`src/bda_pkg.sv`:
```
// ----------------------------------------------------------------------------
// bda_pkg
// Widths, constants, stage types and step functions of the brush dab alpha
// pipeline.
// ----------------------------------------------------------------------------
package bda_pkg;

    localparam int unsigned MAX_DAB_DEF = 256;

    localparam int unsigned SizeW  = 9;
    localparam int unsigned PixW   = 8;
    localparam int unsigned HardW  = 9;
    localparam int unsigned AlphaW = 8;

    localparam int unsigned HardOne = 256;
    localparam logic [HardW-1:0] HardnessReset = 9'd128;
    localparam logic [AlphaW-1:0] AlphaMax = '1;

    localparam int unsigned SqW    = 2 * PixW;
    localparam int unsigned D2W    = SqW + 1;
    localparam int unsigned ProdW  = 2 * SizeW;
    localparam int unsigned RootW  = SqW;
    localparam int unsigned RadW   = 2 * RootW;
    localparam int unsigned SqRemW = RootW + 2;
    localparam int unsigned BaseW  = SizeW + 8;
    localparam int unsigned DivW   = ProdW + AlphaW;

    localparam int unsigned SqPer     = 2;
    localparam int unsigned SqStages  = RootW / SqPer;
    localparam int unsigned DivPer    = 2;
    localparam int unsigned DivStages = AlphaW / DivPer;

    typedef struct packed {
        logic             valid;
        logic             far;
        logic             full;
        logic [SizeW-1:0] size;
        logic [ProdW-1:0] hs;
        logic [ProdW-1:0] den;
    } t_side;

    typedef struct packed {
        t_side             side;
        logic [RadW-1:0]   rad;
        logic [SqRemW-1:0] rem;
        logic [RootW-1:0]  root;
    } t_sqrt;

    typedef struct packed {
        logic              valid;
        logic              far;
        logic              core;
        logic              sat;
        logic [ProdW-1:0]  den;
        logic [DivW-1:0]   rem;
        logic [AlphaW-1:0] quo;
    } t_div;

    function automatic t_sqrt sqrt_step(input t_sqrt x);
        t_sqrt             y;
        logic [SqRemW-1:0] acc;
        logic [SqRemW-1:0] trial;
        y     = x;
        acc   = {x.rem[SqRemW-3:0], x.rad[RadW-1 -: 2]};
        trial = {x.root, 2'b01};
        y.rad = {x.rad[RadW-3:0], 2'b00};
        if (acc >= trial) begin
            y.rem  = acc - trial;
            y.root = {x.root[RootW-2:0], 1'b1};
        end else begin
            y.rem  = acc;
            y.root = {x.root[RootW-2:0], 1'b0};
        end
        return y;
    endfunction

    function automatic t_div div_step(input t_div x, input int unsigned k);
        t_div            y;
        logic [DivW-1:0] sub;
        y   = x;
        sub = DivW'(x.den) << k;
        if (x.rem >= sub) begin
            y.rem = x.rem - sub;
            y.quo = x.quo | (AlphaW'(1) << k);
        end
        return y;
    endfunction

endpackage

```
`src/brush_dab_alpha.sv`:
```
// ----------------------------------------------------------------------------
// brush_dab_alpha
// Alpha of one pixel of a round brush dab with a linear falloff between a hard
// core and the rim, built as a pipeline with a staged square root and divider.
// Every accepted transaction passes the registers of stages A, B and C, eight
// square root stages, stages D and E, four divider stages and the output stage.
// Throughput: one transaction per cycle; busy is low except just after reset.
// The output stage strobes each result on o_alpha_valid.
// Reset is synchronous: it empties the pipeline and sets hardness to 128.
// ----------------------------------------------------------------------------
module brush_dab_alpha #(
    parameter int unsigned MAX_DAB = bda_pkg::MAX_DAB_DEF
) (
    input  logic                         i_clk,
    input  logic                         i_rst_n,
    input  logic                         start,
    output logic                         busy,
    input  logic [bda_pkg::SizeW-1:0]    i_dab_size,
    input  logic [bda_pkg::PixW-1:0]     i_pixel_col,
    input  logic [bda_pkg::PixW-1:0]     i_pixel_row,
    input  logic                         i_hardness_we,
    input  logic [bda_pkg::HardW-1:0]    i_hardness,
    output logic                         o_alpha_valid,
    output logic [bda_pkg::AlphaW-1:0]   o_alpha
);

    localparam int unsigned SizeW  = bda_pkg::SizeW;
    localparam int unsigned PixW   = bda_pkg::PixW;
    localparam int unsigned HardW  = bda_pkg::HardW;
    localparam int unsigned AlphaW = bda_pkg::AlphaW;
    localparam int unsigned SqW    = bda_pkg::SqW;
    localparam int unsigned D2W    = bda_pkg::D2W;
    localparam int unsigned ProdW  = bda_pkg::ProdW;
    localparam int unsigned RootW  = bda_pkg::RootW;
    localparam int unsigned BaseW  = bda_pkg::BaseW;
    localparam int unsigned DivW   = bda_pkg::DivW;
    localparam int unsigned SqStages  = bda_pkg::SqStages;
    localparam int unsigned DivStages = bda_pkg::DivStages;
    localparam int unsigned Latency   = 3 + SqStages + 2 + DivStages + 1;

    localparam int unsigned SizeTop = (1 << SizeW) - 1;
    localparam int unsigned SizeCapInt = (MAX_DAB < SizeTop) ? MAX_DAB : SizeTop;
    localparam logic [SizeW-1:0] SizeCap = SizeW'(SizeCapInt);

    logic [HardW-1:0] r_hardness;
    logic             r_busy;

    always_ff @(posedge i_clk) begin
        if (!i_rst_n) begin
            r_hardness <= bda_pkg::HardnessReset;
            r_busy     <= 1'b1;
        end else begin
            r_busy <= 1'b0;
            if (i_hardness_we) begin
                r_hardness <= i_hardness;
            end
        end
    end

    assign busy = r_busy;

    // Stage A: size clamp and distances from the centre.
    logic             n_a_valid;
    logic [SizeW-1:0] n_a_size;
    logic [PixW-1:0]  n_a_centre;
    logic [PixW-1:0]  n_a_dx;
    logic [PixW-1:0]  n_a_dy;
    logic             r_a_valid;
    logic [SizeW-1:0] r_a_size;
    logic [PixW-1:0]  r_a_dx;
    logic [PixW-1:0]  r_a_dy;

    always_comb begin
        n_a_valid = start && !r_busy;
        if (i_dab_size == '0) begin
            n_a_size = SizeW'(1);
        end else if (i_dab_size > SizeCap) begin
            n_a_size = SizeCap;
        end else begin
            n_a_size = i_dab_size;
        end
        n_a_centre = n_a_size[SizeW-1:1];
        n_a_dx = (i_pixel_col >= n_a_centre) ? i_pixel_col - n_a_centre
                                              : n_a_centre - i_pixel_col;
        n_a_dy = (i_pixel_row >= n_a_centre) ? i_pixel_row - n_a_centre
                                              : n_a_centre - i_pixel_row;
    end

    always_ff @(posedge i_clk) begin
        if (!i_rst_n) begin
            r_a_valid <= 1'b0;
        end else begin
            r_a_valid <= n_a_valid;
        end
        r_a_size <= n_a_size;
        r_a_dx   <= n_a_dx;
        r_a_dy   <= n_a_dy;
    end

    // Stage B: squares and products.
    logic [HardW-1:0] n_b_soft;
    logic             r_b_valid;
    logic             r_b_full;
    logic [SizeW-1:0] r_b_size;
    logic [SqW-1:0]   r_b_dx2;
    logic [SqW-1:0]   r_b_dy2;
    logic [ProdW-1:0] r_b_ss;
    logic [ProdW-1:0] r_b_hs;
    logic [ProdW-1:0] r_b_den;

    assign n_b_soft = HardW'(bda_pkg::HardOne) - r_hardness;

    always_ff @(posedge i_clk) begin
        if (!i_rst_n) begin
            r_b_valid <= 1'b0;
        end else begin
            r_b_valid <= r_a_valid;
        end
        r_b_full <= (r_hardness >= HardW'(bda_pkg::HardOne));
        r_b_size <= r_a_size;
        r_b_dx2  <= SqW'(r_a_dx) * SqW'(r_a_dx);
        r_b_dy2  <= SqW'(r_a_dy) * SqW'(r_a_dy);
        r_b_ss   <= ProdW'(r_a_size) * ProdW'(r_a_size);
        r_b_hs   <= ProdW'(r_a_size) * ProdW'(r_hardness);
        r_b_den  <= ProdW'(r_a_size) * ProdW'(n_b_soft);
    end

    // Stage C: squared distance and rim test; loads the square root.
    logic [D2W-1:0]   n_c_d2;
    bda_pkg::t_sqrt   n_c;
    bda_pkg::t_sqrt   r_c;

    always_comb begin
        n_c_d2 = D2W'(r_b_dx2) + D2W'(r_b_dy2);
        n_c.side.valid = r_b_valid;
        n_c.side.far   = ({n_c_d2, 2'b00} >= (D2W + 2)'(r_b_ss));
        n_c.side.full  = r_b_full;
        n_c.side.size  = r_b_size;
        n_c.side.hs    = r_b_hs;
        n_c.side.den   = r_b_den;
        n_c.rad        = {n_c_d2[SqW-1:0], {SqW{1'b0}}};
        n_c.rem        = '0;
        n_c.root       = '0;
    end

    always_ff @(posedge i_clk) begin
        if (!i_rst_n) begin
            r_c.side.valid <= 1'b0;
        end else begin
            r_c <= n_c;
        end
    end

    // Square root stages, two root bits each.
    bda_pkg::t_sqrt r_sq [SqStages];

    for (genvar gi = 0; gi < SqStages; gi++) begin : g_sqrt
        bda_pkg::t_sqrt n_sq;
        always_comb begin
            n_sq = (gi == 0) ? r_c : r_sq[(gi == 0) ? 0 : gi - 1];
            for (int j = 0; j < bda_pkg::SqPer; j++) begin
                n_sq = bda_pkg::sqrt_step(n_sq);
            end
        end
        always_ff @(posedge i_clk) begin
            if (!i_rst_n) begin
                r_sq[gi].side.valid <= 1'b0;
            end else begin
                r_sq[gi] <= n_sq;
            end
        end
    end

    // Stage D: core test and falloff numerator.
    bda_pkg::t_sqrt   w_sq_out;
    logic [BaseW-1:0] n_d_twice;
    logic [BaseW-1:0] n_d_base;
    logic [BaseW-1:0] n_d_diff;
    bda_pkg::t_div    n_d;
    bda_pkg::t_div    r_d;

    assign w_sq_out = r_sq[SqStages-1];

    always_comb begin
        n_d_twice = BaseW'({w_sq_out.root, 1'b0});
        n_d_base  = {w_sq_out.side.size, 8'h00};
        n_d_diff  = (n_d_base > n_d_twice) ? n_d_base - n_d_twice : '0;
        n_d.valid = w_sq_out.side.valid;
        n_d.far   = w_sq_out.side.far;
        n_d.core  = w_sq_out.side.full || (ProdW'(n_d_twice) < w_sq_out.side.hs);
        n_d.sat   = 1'b0;
        n_d.den   = w_sq_out.side.den;
        n_d.rem   = (DivW'(n_d_diff) << 8) - DivW'(n_d_diff);
        n_d.quo   = '0;
    end

    always_ff @(posedge i_clk) begin
        if (!i_rst_n) begin
            r_d.valid <= 1'b0;
        end else begin
            r_d <= n_d;
        end
    end

    // Stage E: quotient overflow test.
    bda_pkg::t_div n_e;
    bda_pkg::t_div r_e;

    always_comb begin
        n_e     = r_d;
        n_e.sat = (r_d.rem >= (DivW'(r_d.den) << AlphaW));
    end

    always_ff @(posedge i_clk) begin
        if (!i_rst_n) begin
            r_e.valid <= 1'b0;
        end else begin
            r_e <= n_e;
        end
    end

    // Divider stages, two quotient bits each.
    bda_pkg::t_div r_dv [DivStages];

    for (genvar gi = 0; gi < DivStages; gi++) begin : g_div
        bda_pkg::t_div n_dv;
        always_comb begin
            n_dv = (gi == 0) ? r_e : r_dv[(gi == 0) ? 0 : gi - 1];
            for (int j = 0; j < bda_pkg::DivPer; j++) begin
                n_dv = bda_pkg::div_step(n_dv, AlphaW - 1 - gi * bda_pkg::DivPer - j);
            end
        end
        always_ff @(posedge i_clk) begin
            if (!i_rst_n) begin
                r_dv[gi].valid <= 1'b0;
            end else begin
                r_dv[gi] <= n_dv;
            end
        end
    end

    // Output stage.
    bda_pkg::t_div     w_dv_out;
    logic [AlphaW-1:0] n_alpha;
    logic              r_out_valid;
    logic [AlphaW-1:0] r_alpha;

    assign w_dv_out = r_dv[DivStages-1];

    always_comb begin
        if (w_dv_out.far) begin
            n_alpha = '0;
        end else if (w_dv_out.core || w_dv_out.sat) begin
            n_alpha = bda_pkg::AlphaMax;
        end else begin
            n_alpha = w_dv_out.quo;
        end
    end

    always_ff @(posedge i_clk) begin
        if (!i_rst_n) begin
            r_out_valid <= 1'b0;
        end else begin
            r_out_valid <= w_dv_out.valid;
        end
        r_alpha <= n_alpha;
    end

    assign o_alpha_valid = r_out_valid;
    assign o_alpha       = r_alpha;

    a_rim_fits_root: assert property (@(posedge i_clk) disable iff (!i_rst_n)
        (r_b_valid && !n_c.side.far) |-> (n_c_d2[D2W-1] == 1'b0))
        else $error("Squared distance inside the rim exceeds the root input.");

    a_root_exact: assert property (@(posedge i_clk) disable iff (!i_rst_n)
        w_sq_out.side.valid |-> (w_sq_out.rem <= (RootW + 2)'({w_sq_out.root, 1'b0})))
        else $error("Square root remainder out of range.");

    a_div_exact: assert property (@(posedge i_clk) disable iff (!i_rst_n)
        (w_dv_out.valid && !w_dv_out.sat && !w_dv_out.core) |->
            (w_dv_out.rem < DivW'(w_dv_out.den)))
        else $error("Divider remainder not below the divisor.");

    a_result_follows_transaction: assert property (@(posedge i_clk) disable iff (!i_rst_n)
        o_alpha_valid |-> $past(start && !busy, Latency))
        else $error("Result strobe without a matching accepted transaction.");

endmodule
```
`config.mk`:
```
export PLATFORM = sky130hd
export DESIGN_NAME = brush_dab_alpha
export DESIGN_NICKNAME = d
export VERILOG_FILES = /design/src/bda_pkg.sv /design/src/brush_dab_alpha.sv
export SDC_FILE = /design/constraint.sdc
export NUM_CORES = 2
export LEC_CHECK = 0
export BUFFER_PORTS_ARGS = -buffer_cell sky130_fd_sc_hd__buf_2
export CAP_MARGIN = 20
export CORE_MARGIN = 2
export CORE_UTILIZATION = 45
export CTS_CLUSTER_SIZE = 24
export DETAILED_ROUTE_END_ITERATION = 12
export PLACE_DENSITY_LB_ADDON = 0.1
export SYNTH_ARGS = -nofsm -noshare
export SYNTH_HDL_FRONTEND = slang
export SYNTH_SLANG_ARGS = --single-unit
```
`constraint.sdc`:
```
create_clock -name i_clk -period 6.4 [get_ports i_clk]
set_input_delay 0.96 -clock i_clk [delete_from_list [all_inputs] [get_ports i_clk]]
set_output_delay 0.96 -clock i_clk [all_outputs]
set_load 0.01 [all_outputs]
```
* Word-level counts from Yosys, hierarchy flattened *
Memory sizes are Yosys's and may differ from the RTL's.
Index checks and enable logic that the tools add are counted.
Widths: inputs -> output; s select.

operators by class
  multipliers = 5
  muxes and demuxes = 44
  add/subtract/negate cells = 32
  bitwise logic cells = 12
  order comparisons = 32
  reduce and logical (&&, ||, !) cells = 5

operator list
  kind              number
  $mux 34           16
  $ge 18x18->1      15
  $mux 32           8
  $sub 18x18->18    8
  $sub 16x16->16    7
  $mul 9x9->18      3
  $mul 8x8->16      2
  $sub 8x8->8       4
  $ge 26x18->1      1
  $ge 26x19->1      1
  $ge 26x20->1      1
  $ge 26x21->1      1
  $ge 26x22->1      1
  $ge 26x23->1      1
  $ge 26x24->1      1
  $ge 26x25->1      1
  $ge 26x26->1      1
  $sub 25x17->26    1
  $sub 26x18->26    1
  $sub 26x19->26    1
  $sub 26x20->26    1
  $sub 26x21->26    1
  $sub 26x22->26    1
  $sub 26x23->26    1
  other kinds (22)  51

word-level totals
  input bits = 38
  output and inout port bits = 10
  memories = 2
  logic and storage cells = 167
  RAM bits = 1,104
  bits in registers = 301

memories
  name  words  width  read ports  clocked after memory_dff  write ports  RTL line                source
  r_sq  8      110    8           0                         8            brush_dab_alpha.sv:155  bda_pkg::t_sqrt r_sq [SqStages];
  r_dv  4      56     4           0                         4            brush_dab_alpha.sv:223  bda_pkg::t_div r_dv [DivStages];

* Logic depth before layout (Yosys ltp) *
  word-level depth = 5
  gate-level depth with buffers = 26
  depth with buffers taken out = 24

* Worst setup path before layout *
OpenSTA, ideal clock, no wires.

  path kind = register -> register
  from = memory r_dv[0][24] (netlist bit)
  to = memory r_dv[1][22] (netlist bit), data pin
  stages on the path, launching flop included = 24
  required time = 6,140 ps
  data arrival time = 5,361 ps
  period minus slack after synthesis = 5,620 ps
  slack = 780 ps
  path buffers = 4
  setup time = 260 ps
  cells stage by stage = edfxtp_1 > ha_1 > and3_1 > nand2_1 > nor3_1 > a31oi_1 > o311ai_0 > or2_2 > buf_2 > buf_1 > a21oi_1 > fa_1 > a21o_1 > a21oi_1 > o21ai_1 > a41oi_1 > o21ai_1 > a21o_1 > a21oi_1 > nand4b_1 > nor2b_1 > buf_2 > buf_4 > mux2_2

RTL lines
  element             RTL line
  start: declaration  brush_dab_alpha.sv:223

==> flow_summary.yaml <==
cts:
  worstSkewPairLatency_ps: 750
  numClockSinks: 1031
  ctsLongestPathBuffers: 3
  cts_root_buf: "clkbuf_16"
  numCtsBuffers: 114
  cts_setup_buffers: 0
  cts-htree-levels: 3
  clk_pin_slew_ps: 60
  cts_tree: "done"
floorplanning:
  initial_core_util_pct: 45.4
  die_w_um: 371
  core_area_um2: 134000
  die_h_um: 371
  io_pins: 48
  dieArea_um2: 138000
  rows: 134
sta:
  final.setup.tns_ps: 0
  final.period_utilization_pct: 93.6
  final-hold-violation-count: 0
  maxSlewViolCount: 0
  fin_worst_skew_ps: 55.9
  period_needed_ps: 5990
  worst_slew_pin_slew_ps: 1000
  hold_ws_ps: 369
  max_freq_mhz: 167
  slew-limit-headroom_pct: 33.0
  setup_viol_count_final: 0
  rsz0062_at_grt: "false"
synthesis:
  synth_flop_cell: "edfxtp_1"
  synth-async-reset-ratio_pct: 0
  syn-instance-count: 5305
  seq_area_frac_synth_pct: 48.5
  syn_area_um2: 60700
  avgSynthCellArea_um2: 11.5
  synth_edf_count: 879
  yosysWarnings: 0
  synth_cell_types: 101
  ys_ff_latch: 1031
global_routing:
  overflow: 0
  antenna_found_initial: 0
  grt_pass1_wl_um: 198000
  grt_max_degree: 156
  track_usage_pct: 17.8
  grt_pass1_vias: 37600
critical_path:
  cpMostUsedCell: "a21oi_1"
  required_ps: 6850
  max_stage_delay_ps: 480
  rrSetupSlack_ps: 410
  cp_slowest_cell: "edfxtp_1"
  cp_max_fo: 13
  end_kind: "flip-flop"
  arrival_ps: 6440
  start_kind: "flip-flop"
  path_cells: "inv_1 > ha_1 > o21ai_0 > a21oi_1 > o21ai_0 > a21boi_1 > o211a_1 > or2_2 > nor2_1 > a21oi_1 > fa_1 > a21o_1 > a21oi_1 > o21ai_1 > a41oi_1 > buf_4 > o21ai_1 > a21o_1 > a21oi_1 > nand4b_1 > nor2b_2 > buf_4 > mux2_1"
  critPathKind: "flip-flop to flip-flop"
detailed_routing:
  wirelength_um: 120000
  vias_per_cell: 5.12
  first_pass_iters: 5
  antenna_left: 0
  route.vias.total: 37500
  post_drt_wl_per_cell_um: 16.4
  drt-initial-drc-count: 1990
  drc: 0
cells_and_area:
  synthToLayoutAreaGrowth_pct: 10.7
  final_common_cell: "edfxtp_1"
  finish.net_count: 6234
  drive_gt1_share_pct: 8.16
  fillers: 12000
  final_cells: 7309
  mostFrequentLayoutCells: "879 x edfxtp_1, 600 x inv_1, 558 x ha_1, 361 x nand2_1, 352 x nor2_1"
  design_area_um2: 67300
power_and_ir_drop:
  p_leak_uw: 0.0283
  vdd_drop_max_mv: 0.331
  powerDensity_nw_per_um2: 469
worst_hold_path:
  hp-class: "input port to flip-flop"
job:
  drv_cap: 0
place:
  place_inst: 7090
  portBuffers: 47
  gp_congestion: 0.867
  place_area_um2: 63300
  hpwl_um: 91400
outcome:
  outcome: "finished clean"
-- what timing repair did --
action / in CTS / in global routing
hold buffers: 0 / 0
endpoints found under the setup margin: 0 / 38
gates resized for setup: 0 / 6
-- state kept, by name (all words and copies together) (netlist names), 17 cells and up --
name,cells
n_e,46
r_e,25
r_dv,165
r_b_hs,17
r_b_ss,17
r_sq,573
g_sqrt.n_sq,59
r_b_den,18
g_div.n_dv,22
-- where the power goes --
part,internal (uW),switching (uW),leakage (uW)
clock,3950,2740,0.00187
combinational,6760,8130,0.0167
sequential,9160,793,0.00976
-- through the flow --
| stage | util [%] | total power [uW] | setup slack (ps) |
|---|---|---|---|
| global route | 50.3 | 34300 | 22.7 |
| CTS | 50.3 | 31900 | 230 |
| floorplan | - | 21500 | 780 |
| global placement | 47.3 | 24900 | 438 |
| finish | 50.3 | 31500 | 409 |
| detailed placement | 47.3 | 25000 | 279 |
-- Yosys cell counts, drive strengths merged, types with 40 or more instances --
cell type,instances,area [um^2]
nor3,87,435
inv,602,2260
nand2b,50,313
dfxtp,152,3040
clkbuf,64,250
nor2,352,1320
o21ai,215,1080
fa,200,4000
a21o,96,721
and2,184,1150
ha,558,6980
nand3,60,320
o21a,67,503
xor2,113,990
mux2i,40,425
nor2b,60,375
a21oi,289,1450
mux2,108,1220
edfxtp,879,26400
xnor2,223,1950
nand2,361,1360
-- final timing paths --
kind | start | cells past startpoint | to
setup / recovery | r_dv[0][36]$_DFFE_PP_ | 23 | r_dv[1][24]$_DFFE_PP_
hold reg to reg | r_sq[0][410]$_DFFE_PP_ | 0 | r_sq[1][80]$_DFFE_PP_
setup reg to reg | r_dv[0][36]$_DFFE_PP_ | 23 | r_dv[1][24]$_DFFE_PP_
hold / removal | i_dab_size[8] | 1 | r_a_size[8]$_DFF_P_
-- final cells by class --
type / count / area, um^2 / area share, %
timing repair buffer: 102 / 721 / 1.07
clock buffer: 150 / 3120 / 4.64
inverter: 607 / 2280 / 3.39
clock inverter: 67 / 812 / 1.21
multi-input combinational: 3582 / 28700 / 42.6
tap: 1768 / 2210 / 3.29
sequential: 1031 / 29400 / 43.8
antenna: 2 / 5.00 / 0.00744
-- critical path: cells and delay by family, from the launching register on --
kind	cells	cell delay, ps
flops	1	480
simple gates	4	960
buf+inv	3	510
mux	1	380
compound gates	13	2590
fa+ha+maj	2	810
-- cells by family after synthesis --
family | count (synthesis) | synth area share, %
AO/OA/AOI/OAI | 993 | 10.5
multiplexers | 148 | 2.71
flip-flops | 1031 | 48.5
XOR/XNOR | 336 | 4.84
adder cells (fa/ha/maj) | 758 | 18.1
other | 1 | 0.00617
buffers and inverters | 693 | 4.37
AND/OR/NAND/NOR | 1345 | 11.0
-- routing by layer --
metal	global-route usage, %	wire length, um
met4	5.65	3550
met3	2.52	3380
met1	23.4	55400
met2	30.3	57800
met5	0	0
Power figures use the tool's default switching activity.
